==> src/hdl/two_stacks_shared_array_core_defines.svh <==
// Assertion macros shared by the two-stack core.
`ifndef TWO_STACKS_SHARED_ARRAY_CORE_DEFINES_SVH
`define TWO_STACKS_SHARED_ARRAY_CORE_DEFINES_SVH

// The consequent must hold in the same cycle as the antecedent.
`define TSSA_ASSERT_NOW(label, ante, cons, msg) \
  label: assert property (@(posedge clk) disable iff (!rst_n) (ante) |-> (cons)) \
    else $error(msg);

// The consequent must hold in the cycle after the antecedent.
`define TSSA_ASSERT_NEXT(label, ante, cons, msg) \
  label: assert property (@(posedge clk) disable iff (!rst_n) (ante) |=> (cons)) \
    else $error(msg);

`endif

==> src/hdl/tssa_pkg.sv <==
// Package with the types, sizes and codes of the two-stack core.
`timescale 1ns / 1ps
package tssa_pkg;

  localparam int DEPTH  = 16;
  localparam int WORD_W = 32;
  localparam int ADDR_W = $clog2(DEPTH);
  localparam int CNT_W  = $clog2(DEPTH + 1);
  localparam int SUM_W  = CNT_W + 1;

  localparam logic [2:0] OP_PUSH_ONE  = 3'd0;
  localparam logic [2:0] OP_PUSH_TWO  = 3'd1;
  localparam logic [2:0] OP_POP_ONE   = 3'd2;
  localparam logic [2:0] OP_POP_TWO   = 3'd3;
  localparam logic [2:0] OP_DRAIN_ONE = 3'd4;
  localparam logic [2:0] OP_DRAIN_TWO = 3'd5;

  localparam logic [1:0] ST_PUSH_DONE = 2'd0;
  localparam logic [1:0] ST_OVERFLOW  = 2'd1;
  localparam logic [1:0] ST_POPPED    = 2'd2;
  localparam logic [1:0] ST_EMPTY     = 2'd3;

  localparam logic signed [WORD_W-1:0] MINUS_ONE = '1;

  typedef struct packed {
    logic [2:0]               operation;
    logic signed [WORD_W-1:0] data_value;
  } in_item_t;

  typedef struct packed {
    logic signed [WORD_W-1:0] read_value;
    logic [1:0]               status_code;
    logic                     last_of_run;
    logic                     store_full;
    logic                     both_empty;
  } out_item_t;

endpackage

==> src/hdl/tssa_ram.sv <==
// Generic single-port-write, single-port-read RAM with registered read data.
`timescale 1ns / 1ps
module tssa_ram #(
  parameter int WIDTH = 32,
  parameter int DEPTH = 16
) (
  input  logic                     clk,
  input  logic                     wr_en,
  input  logic [$clog2(DEPTH)-1:0] wr_addr,
  input  logic [WIDTH-1:0]         wr_data,
  input  logic                     rd_en,
  input  logic [$clog2(DEPTH)-1:0] rd_addr,
  output logic [WIDTH-1:0]         rd_data
);

  logic [WIDTH-1:0] mem [DEPTH];

  always_ff @(posedge clk) begin
    if (wr_en) begin
      mem[wr_addr] <= wr_data;
    end
    if (rd_en) begin
      rd_data <= mem[rd_addr];
    end
  end

endmodule

==> src/hdl/two_stacks_shared_array_core.sv <==
// Top level of the two-stack core: control, stack counts and output register.
//
// Usage: items enter on the in_ channel (operation and data_value) and
// results leave on the out_ channel, both under valid and stall.
// A push writes the shared store in the cycle it is taken, unless the
// store is full, and its result sits in the output register in the next
// cycle. A pop or drain of a non-empty stack reads the store, whose read
// data is registered, and its first result is loaded into the output
// register from the read state once the output is free. A drain then gives
// one result per cycle while the output is not stalled, top entry first,
// the last one marked. Pushes run at one item per cycle while the output is
// not stalled; during a pop or drain the block takes no new item until its
// last result is loaded, as the store's read data is registered. Operation
// codes six and seven are taken and give no result. Reset empties both
// stacks at once; the store itself is not cleared and needs no clearing pass.
// A waiting result is held under out_stall and the block takes no new item.
`timescale 1ns / 1ps
`include "two_stacks_shared_array_core_defines.svh"
module two_stacks_shared_array_core (
  input  logic               clk,
  input  logic               rst_n,
  input  logic               in_valid,
  output logic               in_stall,
  input  tssa_pkg::in_item_t in_item,
  output logic               out_valid,
  input  logic               out_stall,
  output tssa_pkg::out_item_t out_item
);

  typedef enum logic {
    S_IDLE,
    S_READ
  } state_t;

  state_t                           state_r, state_nxt;
  logic [tssa_pkg::CNT_W-1:0]       lower_r, lower_nxt;
  logic [tssa_pkg::CNT_W-1:0]       upper_r, upper_nxt;
  logic                             side_r, side_nxt;
  logic                             drain_r, drain_nxt;
  logic                             out_valid_r, out_valid_nxt;
  tssa_pkg::out_item_t              out_item_r, out_item_nxt;

  logic                             out_free;
  logic                             in_fire;
  logic                             full_now;
  logic [tssa_pkg::SUM_W-1:0]       count_sum;
  logic [tssa_pkg::SUM_W-1:0]       count_sum_nxt;
  logic [tssa_pkg::SUM_W-1:0]       flag_sum;
  logic                             load;
  logic                             side_in;
  logic [tssa_pkg::CNT_W-1:0]       cnt_sel;
  logic [tssa_pkg::CNT_W-1:0]       pop_addr_full;
  logic [tssa_pkg::CNT_W-1:0]       push_addr_full;

  logic                             wr_en;
  logic [tssa_pkg::ADDR_W-1:0]      wr_addr;
  logic                             rd_en;
  logic [tssa_pkg::ADDR_W-1:0]      rd_addr;
  logic [tssa_pkg::WORD_W-1:0]      rd_data;

  tssa_ram #(
    .WIDTH(tssa_pkg::WORD_W),
    .DEPTH(tssa_pkg::DEPTH)
  ) u_store (
    .clk    (clk),
    .wr_en  (wr_en),
    .wr_addr(wr_addr),
    .wr_data(in_item.data_value),
    .rd_en  (rd_en),
    .rd_addr(rd_addr),
    .rd_data(rd_data)
  );

  assign out_free  = !out_valid_r || !out_stall;
  assign in_stall  = (state_r != S_IDLE) || !out_free;
  assign in_fire   = in_valid && !in_stall;
  assign out_valid = out_valid_r;
  assign out_item  = out_item_r;

  assign count_sum = {1'b0, lower_r} + {1'b0, upper_r};
  assign full_now  = (count_sum >= tssa_pkg::SUM_W'(tssa_pkg::DEPTH));

  always_comb begin
    side_in = (in_item.operation == tssa_pkg::OP_PUSH_TWO) ||
              (in_item.operation == tssa_pkg::OP_POP_TWO)  ||
              (in_item.operation == tssa_pkg::OP_DRAIN_TWO);
    if (state_r == S_IDLE) begin
      cnt_sel = side_in ? upper_r : lower_r;
    end else begin
      cnt_sel = side_r ? upper_r : lower_r;
    end
    if ((state_r == S_IDLE) ? side_in : side_r) begin
      pop_addr_full = tssa_pkg::CNT_W'(tssa_pkg::DEPTH) - upper_r;
    end else begin
      pop_addr_full = lower_r - tssa_pkg::CNT_W'(1);
    end
    push_addr_full = side_in ? (tssa_pkg::CNT_W'(tssa_pkg::DEPTH - 1) - upper_r) : lower_r;
  end

  always_comb begin
    state_nxt     = state_r;
    lower_nxt     = lower_r;
    upper_nxt     = upper_r;
    side_nxt      = side_r;
    drain_nxt     = drain_r;
    out_valid_nxt = out_valid_r && out_stall;
    out_item_nxt  = out_item_r;
    load          = 1'b0;
    wr_en         = 1'b0;
    wr_addr       = push_addr_full[tssa_pkg::ADDR_W-1:0];
    rd_en         = 1'b0;
    rd_addr       = pop_addr_full[tssa_pkg::ADDR_W-1:0];

    case (state_r)
      S_IDLE: begin
        if (in_fire) begin
          case (in_item.operation)
            tssa_pkg::OP_PUSH_ONE, tssa_pkg::OP_PUSH_TWO: begin
              load = 1'b1;
              out_item_nxt.read_value  = '0;
              out_item_nxt.last_of_run = 1'b1;
              if (full_now) begin
                out_item_nxt.status_code = tssa_pkg::ST_OVERFLOW;
              end else begin
                out_item_nxt.status_code = tssa_pkg::ST_PUSH_DONE;
                wr_en = 1'b1;
                if (side_in) begin
                  upper_nxt = upper_r + tssa_pkg::CNT_W'(1);
                end else begin
                  lower_nxt = lower_r + tssa_pkg::CNT_W'(1);
                end
              end
            end
            tssa_pkg::OP_POP_ONE, tssa_pkg::OP_POP_TWO,
            tssa_pkg::OP_DRAIN_ONE, tssa_pkg::OP_DRAIN_TWO: begin
              if (cnt_sel == '0) begin
                load = 1'b1;
                out_item_nxt.read_value  = tssa_pkg::MINUS_ONE;
                out_item_nxt.status_code = tssa_pkg::ST_EMPTY;
                out_item_nxt.last_of_run = 1'b1;
              end else begin
                rd_en     = 1'b1;
                state_nxt = S_READ;
                side_nxt  = side_in;
                drain_nxt = (in_item.operation == tssa_pkg::OP_DRAIN_ONE) ||
                            (in_item.operation == tssa_pkg::OP_DRAIN_TWO);
                if (side_in) begin
                  upper_nxt = upper_r - tssa_pkg::CNT_W'(1);
                end else begin
                  lower_nxt = lower_r - tssa_pkg::CNT_W'(1);
                end
              end
            end
            default: begin
            end
          endcase
        end
      end
      S_READ: begin
        if (out_free) begin
          load = 1'b1;
          out_item_nxt.read_value  = rd_data;
          out_item_nxt.status_code = tssa_pkg::ST_POPPED;
          out_item_nxt.last_of_run = !drain_r || (cnt_sel == '0);
          if (drain_r && (cnt_sel != '0)) begin
            rd_en = 1'b1;
            if (side_r) begin
              upper_nxt = upper_r - tssa_pkg::CNT_W'(1);
            end else begin
              lower_nxt = lower_r - tssa_pkg::CNT_W'(1);
            end
          end else begin
            state_nxt = S_IDLE;
          end
        end
      end
      default: begin
        state_nxt = S_IDLE;
      end
    endcase

    count_sum_nxt = {1'b0, lower_nxt} + {1'b0, upper_nxt};
    // A popped result reports the counts after its own pop, not after the next read of a drain.
    flag_sum      = (state_r == S_READ) ? count_sum : count_sum_nxt;
    if (load) begin
      out_valid_nxt           = 1'b1;
      out_item_nxt.store_full = (flag_sum >= tssa_pkg::SUM_W'(tssa_pkg::DEPTH));
      out_item_nxt.both_empty = (flag_sum == '0);
    end
  end

  always_ff @(posedge clk) begin
    if (!rst_n) begin
      state_r     <= S_IDLE;
      lower_r     <= '0;
      upper_r     <= '0;
      side_r      <= 1'b0;
      drain_r     <= 1'b0;
      out_valid_r <= 1'b0;
    end else begin
      state_r     <= state_nxt;
      lower_r     <= lower_nxt;
      upper_r     <= upper_nxt;
      side_r      <= side_nxt;
      drain_r     <= drain_nxt;
      out_valid_r <= out_valid_nxt;
    end
    out_item_r <= out_item_nxt;
  end

  `TSSA_ASSERT_NOW(a_count_bound, 1'b1, count_sum <= tssa_pkg::SUM_W'(tssa_pkg::DEPTH),
                   "stack counts exceed the store depth")
  `TSSA_ASSERT_NOW(a_full_not_empty, out_valid_r && out_item_r.store_full,
                   !out_item_r.both_empty, "result reports full and empty together")
  `TSSA_ASSERT_NEXT(a_read_delivers, state_r == S_READ && out_free,
                    out_valid_r && out_item_r.status_code == tssa_pkg::ST_POPPED,
                    "read data was not delivered")

endmodule
==> config.mk <==
export PLATFORM = sky130hd
export DESIGN_NAME = two_stacks_shared_array_core
export DESIGN_NICKNAME = d
export VERILOG_FILES = /design/src/hdl/tssa_pkg.sv /design/src/hdl/tssa_ram.sv /design/src/hdl/two_stacks_shared_array_core.sv
export VERILOG_INCLUDE_DIRS = /design/src /design/src/hdl
export SDC_FILE = /design/constraint.sdc
export NUM_CORES = 1
export LEC_CHECK = 0
export BUFFER_PORTS_ARGS = -buffer_cell sky130_fd_sc_hd__buf_2
export CORE_MARGIN = 3
export CORE_UTILIZATION = 50
export DETAILED_ROUTE_END_ITERATION = 7
export PLACE_DENSITY = 0.77
export SETUP_SLACK_MARGIN = 0.15
export SLEW_MARGIN = 20
export SYNTH_ARGS = -nofsm -noshare
export SYNTH_HDL_FRONTEND = slang
export SYNTH_SLANG_ARGS = --single-unit
==> constraint.sdc <==
create_clock -name clk -period 4.37 [get_ports clk]
set_input_delay 0.2185 -clock clk [delete_from_list [all_inputs] [get_ports clk]]
set_output_delay 0.2185 -clock clk [all_outputs]
set_load 0.03 [all_outputs]
Yosys cells after proc, flatten, opt, wreduce, memory -nomap -nowiden
Memory sizes are Yosys's and may differ from the RTL's. A register that Yosys moved wholly into a read port is not among the register bits.
Index checks and enable logic that the tools add are counted.

storage, ports and cells
  memory bits (writable) = 512
  output and inout bits = 39
  memories kept = 1
  register bits = 51
  bits of input ports = 39

memory list
  name         depth  bits a word  rd ports  clocked after Yosys merged registers in  wr ports  line            text
  u_store.mem  16     32           1         1                                        1         tssa_ram.sv:16  logic [WIDTH-1:0] mem [DEPTH];

cells by class
  muxes and demuxes = 53
  bitwise logic cells = 2
  reduce and logical (&&, ||, !) cells = 22
  equal/unequal tests = 9
  $add $sub $neg = 8
  $lt $le $gt $ge = 2

operators with widths
  operator                                             number
  one-hot mux 35 bit (2 select lines)                  2
  two-way mux 35 bit                                   3
  two-way mux 5 bit                                    19
  one-hot mux 5 bit (2 select lines)                   4
  two-way mux 1 bit                                    18
  adder 5 x 5 -> 6 bit                                 2
  >= comparator 6 x 5 -> 1 bit, second input constant  2
  adder 5 x 1 -> 5 bit, second input constant          2
  subtractor 5 x 1 -> 5 bit, second input constant     2
  two-way mux 4 bit                                    2
  one-hot mux 1 bit (2 select lines)                   4
  AND reduction 4 bit                                  2
  equality test 3 x 2 -> 1 bit, second input constant  2
  equality test 3 bit, second input constant           2
  zero test 6 bit                                      1
  logical OR 1 bit                                     6
  two-way mux 6 bit                                    1
  zero test 1 bit                                      5
  zero test 5 bit                                      1
  nonzero test 5 bit                                   1
  OR reduction 4 bit                                   1
  subtractor 1 x 4 -> 4 bit, first input constant      1
  subtractor 4 bit, first input constant               1
  equality test 3 x 1 -> 1 bit, second input constant  1
  other kinds (8)                                      11

Depth between registers and ports, before layout
Gate-level depths: netlist of the first run.

  depth in word-level cells = 13
  mapped depth = 17
  gate-level depth less buffers = 17

Cells and area by module
A second synthesis of the first run with hierarchy kept.

second synthesis, totals
  cell total of the unflattened synthesis = 1257
  area, all modules = 23777.8 um2

by module, submodules not included
  module                        cells each  sequential area each (um2)  times used  area each (um2)
  tssa_ram                      838         16335.7                     1           20155.6
  two_stacks_shared_array_core  419         1391.3                      1           3622.2

Worst setup path after synthesis of the first run
Ideal clock, no wire load.

  path kind = reg2reg
  start = register upper_r[1] in the netlist's numbering
  end = register out_item_r, in the netlist out_item[10] (enable)
  required time = 3.889 ns
  buffers on the path = 1
  library setup time = 0.481 ns
  cell stages (with the launch flop) = 7
  slack = -0.274 ns
  clock period less this slack = 4.644 ns
  arrival time = 4.163 ns
  path through = dfxtp_1 > buf_6 > or3_4 > or3_4 > o211ai_2 > o211ai_1 > a21boi_0

on the way
  cells in the longest elaborated chain, start to end = 5
  elaborated cells between the ends (all ways) = 6
  classes of those cells = 1 x eq/ne; 3 x mux; 2 x reduce/logical

RTL lines
  element                                     line                                                                    text
  from (decl)                                 two_stacks_shared_array_core.sv:37                                      logic [tssa_pkg::CNT_W-1:0] upper_r, upper_nxt;
  from (signal assigned)                      two_stacks_shared_array_core.sv:203                                     upper_r <= upper_nxt;
  two-way mux 5 bit (on tied branches)        two_stacks_shared_array_core.sv:88, two_stacks_shared_array_core.sv:90
  two-way mux 5 bit (*)                       two_stacks_shared_array_core.sv:87                                      if (state_r == S_IDLE) begin
  zero test 5 bit (*)                         two_stacks_shared_array_core.sv:136                                     if (cnt_sel == '0) begin
  inequality test 3 bit (no source line) (*)  --
  AND reduction 4 bit (no source line) (*)    --
  to (signal assigned)                        two_stacks_shared_array_core.sv:208                                     out_item_r <= out_item_nxt;
  to (decl)                                   two_stacks_shared_array_core.sv:41                                      tssa_pkg::out_item_t out_item_r, out_item_nxt;

Every way passes the cells marked *; elsewhere a longest branch is shown, timed or not.
A chain may end at the register's enable or synchronous reset.

Worst setup path after layout of the first run
  start = register lower_r[0] in the netlist's numbering
  end = register out_item_r, in the netlist out_item[0] (data pin)

on the way
  cells in the longest elaborated chain, start to end = 10
  elaborated cells between the ends (all ways) = 30
  classes of those cells = 4 x add/sub; 1 x order compare; 21 x mux; 4 x reduce/logical

RTL lines
  element                                                       line                                 text
  from (decl)                                                   two_stacks_shared_array_core.sv:36   logic [tssa_pkg::CNT_W-1:0] lower_r, lower_nxt;
  from (signal assigned)                                        two_stacks_shared_array_core.sv:202  lower_r <= lower_nxt;
  branches (longest 6 deep; another with adder 5 x 5 -> 6 bit)  --
  one-hot mux 5 bit (2 select lines) (*)                        two_stacks_shared_array_core.sv:114  case (state_r)
  named net lower_nxt (one bit)                                 two_stacks_shared_array_core.sv:36
  adder 5 x 5 -> 6 bit (*)                                      two_stacks_shared_array_core.sv:182  count_sum_nxt = {1'b0, lower_nxt} + {1'b0, upper_nxt};
  two-way mux 6 bit (*)                                         two_stacks_shared_array_core.sv:184  flag_sum = (state_r == S_READ) ? count_sum : count_sum_nxt;
  zero test 6 bit (*)                                           two_stacks_shared_array_core.sv:188  out_item_nxt.both_empty = (flag_sum == '0);

Mark *: on every way through the listed nets, which the timed path passes.

==> results.md, run 1 <==
- Min-delay src: in_item[34]
- Vias: 15600
- Die X: 231.6 um
- CTS tree: built
- YS warnings: 0
- Switch Pwr: 3.722 mW
- Clock Tree Buf Depth: 3
- Worst Max-Slew Pin Slew: 1.068 ns
- Fin. Hold Viols: 0
- Internal power: between 10 and 15 mW
- Final setup viols: 0
- Reg power frac: 47.2%
- Worst clock skew: 0.02165 ns
- Setup Crit Path Kind: register to register
- Core area: 50270 um^2
- Die H: about 230 um
- Sw Ratio: 26.93%
- Max FO, Critical Path: 9
- Detailed Place HPWL: 35350 um
- Post-synth EDFFs: a little under 600
- R2r startpoint: lower_r[0]
- Outcome: complete, no violations
- RSZ-0062 raised after global routing: false
- Rel. slew slack: 28.54%
- Synth async-reset ratio: 0%
- Crit path time final: 3.923 ns
- Mapped Area: 25460 um^2
- DRC Markers: 0
- Static leakage: 9.682 nW
- Clock share of power: 35.8%
- DRT iter0 DRCs: 1488
- Maximum clock rate: about 0.25 GHz
- Largest cells by area after synthesis: edfxtp_1, o211ai_1, mux2_2
- Layout area overhead: 14.97%
- IO Port Bufs: 77
- IO Count: 78
- DR WL/cell: 25.35 um
- Most frequent cell after synthesis: edfxtp_1
- Req. time, crit path: 4.74 ns
- Max-capacitance violation count: 0
- Startpoint types: register
- H-Tree Depth: 2
- First-pass GRT wire length: 96480 um
- Vias in the first global route: 15690
- Sequential-to-total area share from yosys stat: a little over two thirds
- Grt ovf: 0
- Synth area leader: edfxtp_1
- Sum Neg Setup Slack: 0 ns
- Unique masters post-synth: 82
- Inst Count DP: between 2000 and 2500
- Vias/cell: 6.179
- Power per cell area: roughly 470 nW/um^2
- Yosys reg bits: 595
- Syn nets: 1748
- Synth top area share: about two thirds
- CP Launch Point: lower_r[0]
- Worst EP arrival: between 4 and 5 ns
- Tightest Hold Check Type: primary input to register
- Synth top cells by count: edfxtp_1, o211ai_1, mux2_2
- TritonCTS Buffers: 59
- Largest net degree at the start of global routing: around 110
- Share of layout cells above drive strength 1: 21.93%
- Non-Filler Instances: 2524
- Max Slew Vio Count: 0
- Synthesized instance count: 1690
- Avg Cell Area, Syn: 15.06 um^2
- Peak supply drop: 0.3095 mV
- Rows: 82
- Die ar.: ~54000 um^2
- Final Core Density: 58.22%
- Combinational Power Share: 17.0%
- GRT Util Overall: 23.81%
- Clk pin slew, worst setup/hold paths: 0.06 ns
- CTS root buffer: clkbuf_16
- CP Capture Type: register
- Final-stage net count: 1862
- Final Cycle Share: 89.76%
- Antenna violations before repair: 1
- CTS sink count: 595
- Top_reg_cell synth: edfxtp_1
- Routed Antenna Nets: 0
- Routability-driven placement congestion ratio: 0.8911
- Routed Wire Length: 63970 um
- Setup Buffers After CTS: 0
- Worst-skew pair later-pin latency: 0.63 ns
- Starting Density: 50.63%
- Pre-antenna DRT Iters: 6
[through the flow]
stage,total power [mW],setup slack [ns],hold WS [ns],area [um^2]
after global placement,8.919,0.4301,0.5082,27010
after global routing,14.30,0.1722,0.07288,29270
after floorplan,8.143,0.4588,0.3174,25460
after CTS,13.89,0.3562,0.02518,29230
final,13.82,0.4475,0.05903,29270
after detailed placement,8.952,0.4030,0.5031,27010
[placed cells by master (no fill, tap or decap), types with 11 or more instances in the layout]
master           n
edfxtp_1       581
o211ai_1       293
mux2_2         128
inv_1          113
nand2_1         92
buf_2           77
mux2i_1         69
clkbuf_16       59
buf_4           51
o2111ai_1       33
dlygate4sd3_1   33
nor3_1          19
nor2_1          18
clkinv_1        17
ha_1            17
nor2_4          16
a21oi_1         15
buf_12          14
nand3_1         13
o21ai_0         12
dfxtp_1         12
clkinv_2        11
[what timing repair did]
item,CTS,global route
endpoints found under the setup margin,0,2
endpoints found under the hold margin,515,0
gates resized for setup,0,6
hold buffers,33,0
[cell type report]
| cell class | count | area [um^2] |
|---|---|---|
| inverter | 117 | 439.2 |
| clock buffer | 69 | 1514 |
| sequential | 595 | 17730 |
| timing repair buffer | 175 | 1379 |
| tap | 672 | 840.8 |
| multi-input combinational | 856 | 6983 |
| clock inverter | 39 | 379.1 |
| antenna | 1 | 2.502 |
| fill | 3802 | 21010 |
[kinds of logic after synthesis]
group | after synthesis | share of synthesized area, %
buffers and inverters | 239 | 3.962
adder cells (fa/ha/maj) | 19 | 0.9929
AND/OR/NAND/NOR | 207 | 3.972
XOR/XNOR | 13 | 0.4473
multiplexers | 197 | 8.376
AO/OA/AOI/OAI | 420 | 12.61
flip-flops | 595 | 69.64
[layer usage]
metal | global-route usage, % | routed length [um]
met4 | 8.559 | 2136
met3 | 3.626 | 4721
met2 | 39.59 | 31260
met5 | 0 | 0
met1 | 32.07 | 25860
[power by group through the flow]
stage	clock [mW]	combinational (mW)	sequential [mW]
4_1_cts	5.02	2.33	6.53
2_1_floorplan	0	1.41	6.74
5_1_grt	5.25	2.51	6.54
6_report	4.94	2.35	6.53
3_5_place_dp	0	2.30	6.65
3_3_place_gp	0	2.27	6.65
[critical path, cell delays in order, from the launching register on]
cell and delay (ns):
dfxtp_1 0.32, ha_1 0.23, fa_1 0.50, a21oi_1 0.32
nor3b_4 0.14, nor4_4 0.38, o221ai_1 0.21, a221o_1 0.42
ha_1 0.31, a211oi_1 0.36, xor2_1 0.12, a22o_1 0.24
nand3_1 0.07, a21oi_1 0.06
[sequential cells by signal, summed over array words and instances (netlist names), 5 cells and up]
register / flops
lower_r: 5
out_item: 37
u_store.mem: 512
u_store.rd_data: 32
upper_r: 5
[worst paths after layout]
kind,endpoint,slack (ns),cells past startpoint
min,drain_r,0.06,4
max,out_item[0],0.45,13
max reg2reg,out_item[0],0.45,13
min reg2reg,out_item[31],0.52,2
No activity file was read; power rests on OpenSTA's default activity.
==> run 2: changes to the inputs <==
--- a/config.mk
+++ b/config.mk
@@ -8,9 +8,10 @@
 export LEC_CHECK = 0
 export BUFFER_PORTS_ARGS = -buffer_cell sky130_fd_sc_hd__buf_2
 export CORE_MARGIN = 3
-export CORE_UTILIZATION = 50
+export CORE_UTILIZATION = 45
+export CTS_CLUSTER_SIZE = 16
 export DETAILED_ROUTE_END_ITERATION = 7
-export PLACE_DENSITY = 0.77
+export PLACE_DENSITY = 0.71
 export SETUP_SLACK_MARGIN = 0.15
 export SLEW_MARGIN = 20
 export SYNTH_ARGS = -nofsm -noshare
==> constraint.sdc (replaced) <==
create_clock -name clk -period 4.37 [get_ports clk]
set_input_delay 0.874 -clock clk [delete_from_list [all_inputs] [get_ports clk]]
set_output_delay 0.874 -clock clk [all_outputs]
set_load 0.03 [all_outputs]
==> results.md, run 2 (synthesis results as in run 1) <==
- Outcome: complete, no violations
- Worst Hold Depth: 2 (-2)
- Die ar.: 59460 um^2 (+11%)
- WP depth: 15 (+2)
- Core area: 55520 um^2 (+10%)
- Max-capacitance violation count: 0 (unchanged)
- Share of layout cells above drive strength 1: 23.21% (+1.3 points)
- First-pass GRT wire length: 97030 um (+0.58%)
- Rows: 86 (+4.9%)
- Power per cell area: 471.6 nW/um^2 (-0.13%)
- Vias/cell: 5.956 (-3.6%)
- Routability-driven placement congestion ratio: 0.8620 (-3.3%)
- Clock Tree Buf Depth: 3 (unchanged)
- Worst clock skew: 0.04762 ns (+0.02597 ns)
- Worst path slowest cell: nor4_2
- Max Slew Vio Count: 0 (unchanged)
- Grt ovf: 0 (unchanged)
- Vias in the first global route: 15660 (-0.19%)
- Setup Crit Path Kind: register to register
- Worst path bufs/invs: 2 (+2)
- Worst Max-Slew Pin Slew: 0.9738 ns (-0.09398 ns)
- IO Count: 78 (unchanged)
- Final setup viols: 0 (unchanged)
- Starting Density: 45.85% (-4.8 points)
- IO Port Bufs: 77 (unchanged)
- Maximum clock rate: 0.2508 GHz (-1.6%)
- Die X: 243.8 um (+5.3%)
- CP Capture Type: register
- DRT iter0 DRCs: 1313 (-12%)
- CTS root buffer: clkbuf_16
- Req. time, crit path: 4.72 ns (-0.02 ns)
- Die H: 243.8 um (+5.3%)
- Worst-skew pair later-pin latency: 0.65 ns (+0.02 ns)
- Layout area overhead: 15.05% (about the same)
- Sum Neg Setup Slack: 0 ns (unchanged)
- Max reg flops: 512 (unchanged)
- Antenna violations before repair: 2 (+1)
- DR WL/cell: 24.68 um (-2.6%)
- GRT Util Overall: 21.38% (-2.4 points)
- Clk pin slew, worst setup/hold paths: 0.06 ns (about the same)
- Final-stage net count: 1857 (-0.27%)
- DRC Markers: 0 (unchanged)
- Largest net degree at the start of global routing: 118 (+3.5%)
- Final Core Density: 52.75% (-5.5 points)
- Routed Wire Length: 64100 um (+0.19%)
- Startpoint types: register
- Vias: 15470 (-0.83%)
- Leading cell type in the layout, fill and taps excluded: edfxtp_1
- TritonCTS Buffers: 59 (unchanged)
- Max incr delay on CP: 0.64 ns (+0.14 ns)
- Worst-path cell chain: buf_4, nor4_2, o2111a_2, a21oi_2, o221a_2, o311ai_2, ha_1, inv_1, fa_1, nor2b_1, o21ai_0, nor2_1, a21oi_1, a22oi_1, a21oi_1
- RSZ-0062 raised after global routing: false
- Tightest Hold Check Type: register to register
- CTS tree: built
- Fin. Hold Viols: 0 (unchanged)
- Peak supply drop: 0.3291 mV (+6.3%)
- CTS sink count: 595 (unchanged)
- Rel. slew slack: 35.08% (+6.5 points)
- Detailed Place HPWL: 37360 um (+5.7%)
- Most frequent cells in the layout: edfxtp_1, o211ai_1, mux2_2
- Routed Antenna Nets: 0 (unchanged)
- Largest Register: u_store.mem
- Pre-antenna DRT Iters: 5 (-1)
- Static leakage: 9.683 nW (about the same)
- Final Cycle Share: 91.24% (+1.5 points)
- Max FO, Critical Path: 9 (unchanged)
- R2R depth: 15 (+2)
- Worst EP arrival: 4.34 ns (+0.05 ns)
- Most common cell on crit path: a21oi_1
- H-Tree Depth: 2 (unchanged)
- Crit path time final: 3.987 ns (+0.06472 ns)
- Crit path max-delay family: compound AO/OA/AOI/OAI gates
==> run 2: layout make-up <==
class	instances	area (um^2)
tap	748	935.9
clock buffer	74	1533
inverter	117	439.2
clock inverter	36	354.1
sequential	595	17730
fill	4467	26240
timing repair buffer	170	1341
multi-input combinational	856	6953
antenna	1	2.502
==> run 2: repair_timing <==
action	in CTS	in global routing
buffers inserted	0	0
resized for setup	0	1
setup endpoints to repair	0	1
hold buffers	0	0
==> run 2: final timing paths <==
path | start | endpoint | slack (ns)
setup / recovery | lower_r[1] | out_item[0] | 0.38
hold / removal | u_store.rd_data[1] | out_item[6] | 0.52
hold reg to reg | u_store.rd_data[1] | out_item[6] | 0.52
setup reg to reg | lower_r[1] | out_item[0] | 0.38
==> run 2: routing by layer <==
layer	vias to the layer above	wire length (um)	GRT usage (%)
met5	-	0	0
met4	0	2016	7.338
met3	135	4599	4.006
met2	637	30870	35.18
met1	7784	26610	28.66
li1	6911	-	-
==> run 2: power by group <==
part	switching [mW]	internal, mW	total [mW]	leakage [nW]
Sequential	0.0505	6.47	6.52	5.36
Clock	2.13	2.79	4.92	0.903
Combinational	1.55	0.828	2.37	3.42
==> run 2: stage by stage <==
stage / cells / setup slack (ns) / power [mW] / hold WS, ns / cell area (um^2)
2_1_floorplan: 1690 / 0.5538 / 8.142 / 0.4786 / 25460
3_3_place_gp: 2485 / 0.3302 / 8.954 / 0.5064 / 27370
3_5_place_dp: 2486 / 0.2747 / 9.004 / 0.5085 / 27400
4_1_cts: 2596 / 0.3213 / 13.89 / 0.5072 / 29280
5_1_grt: 2597 / 0.1583 / 14.33 / 0.5195 / 29290
6_report: 2597 / 0.3828 / 13.81 / 0.5200 / 29290
==> run 2: worst min-delay path: stages, from the launching register on <==
cell and delay, ns:
edfxtp_1 0.32, nand2_1 0.05, nand2_1 0.05
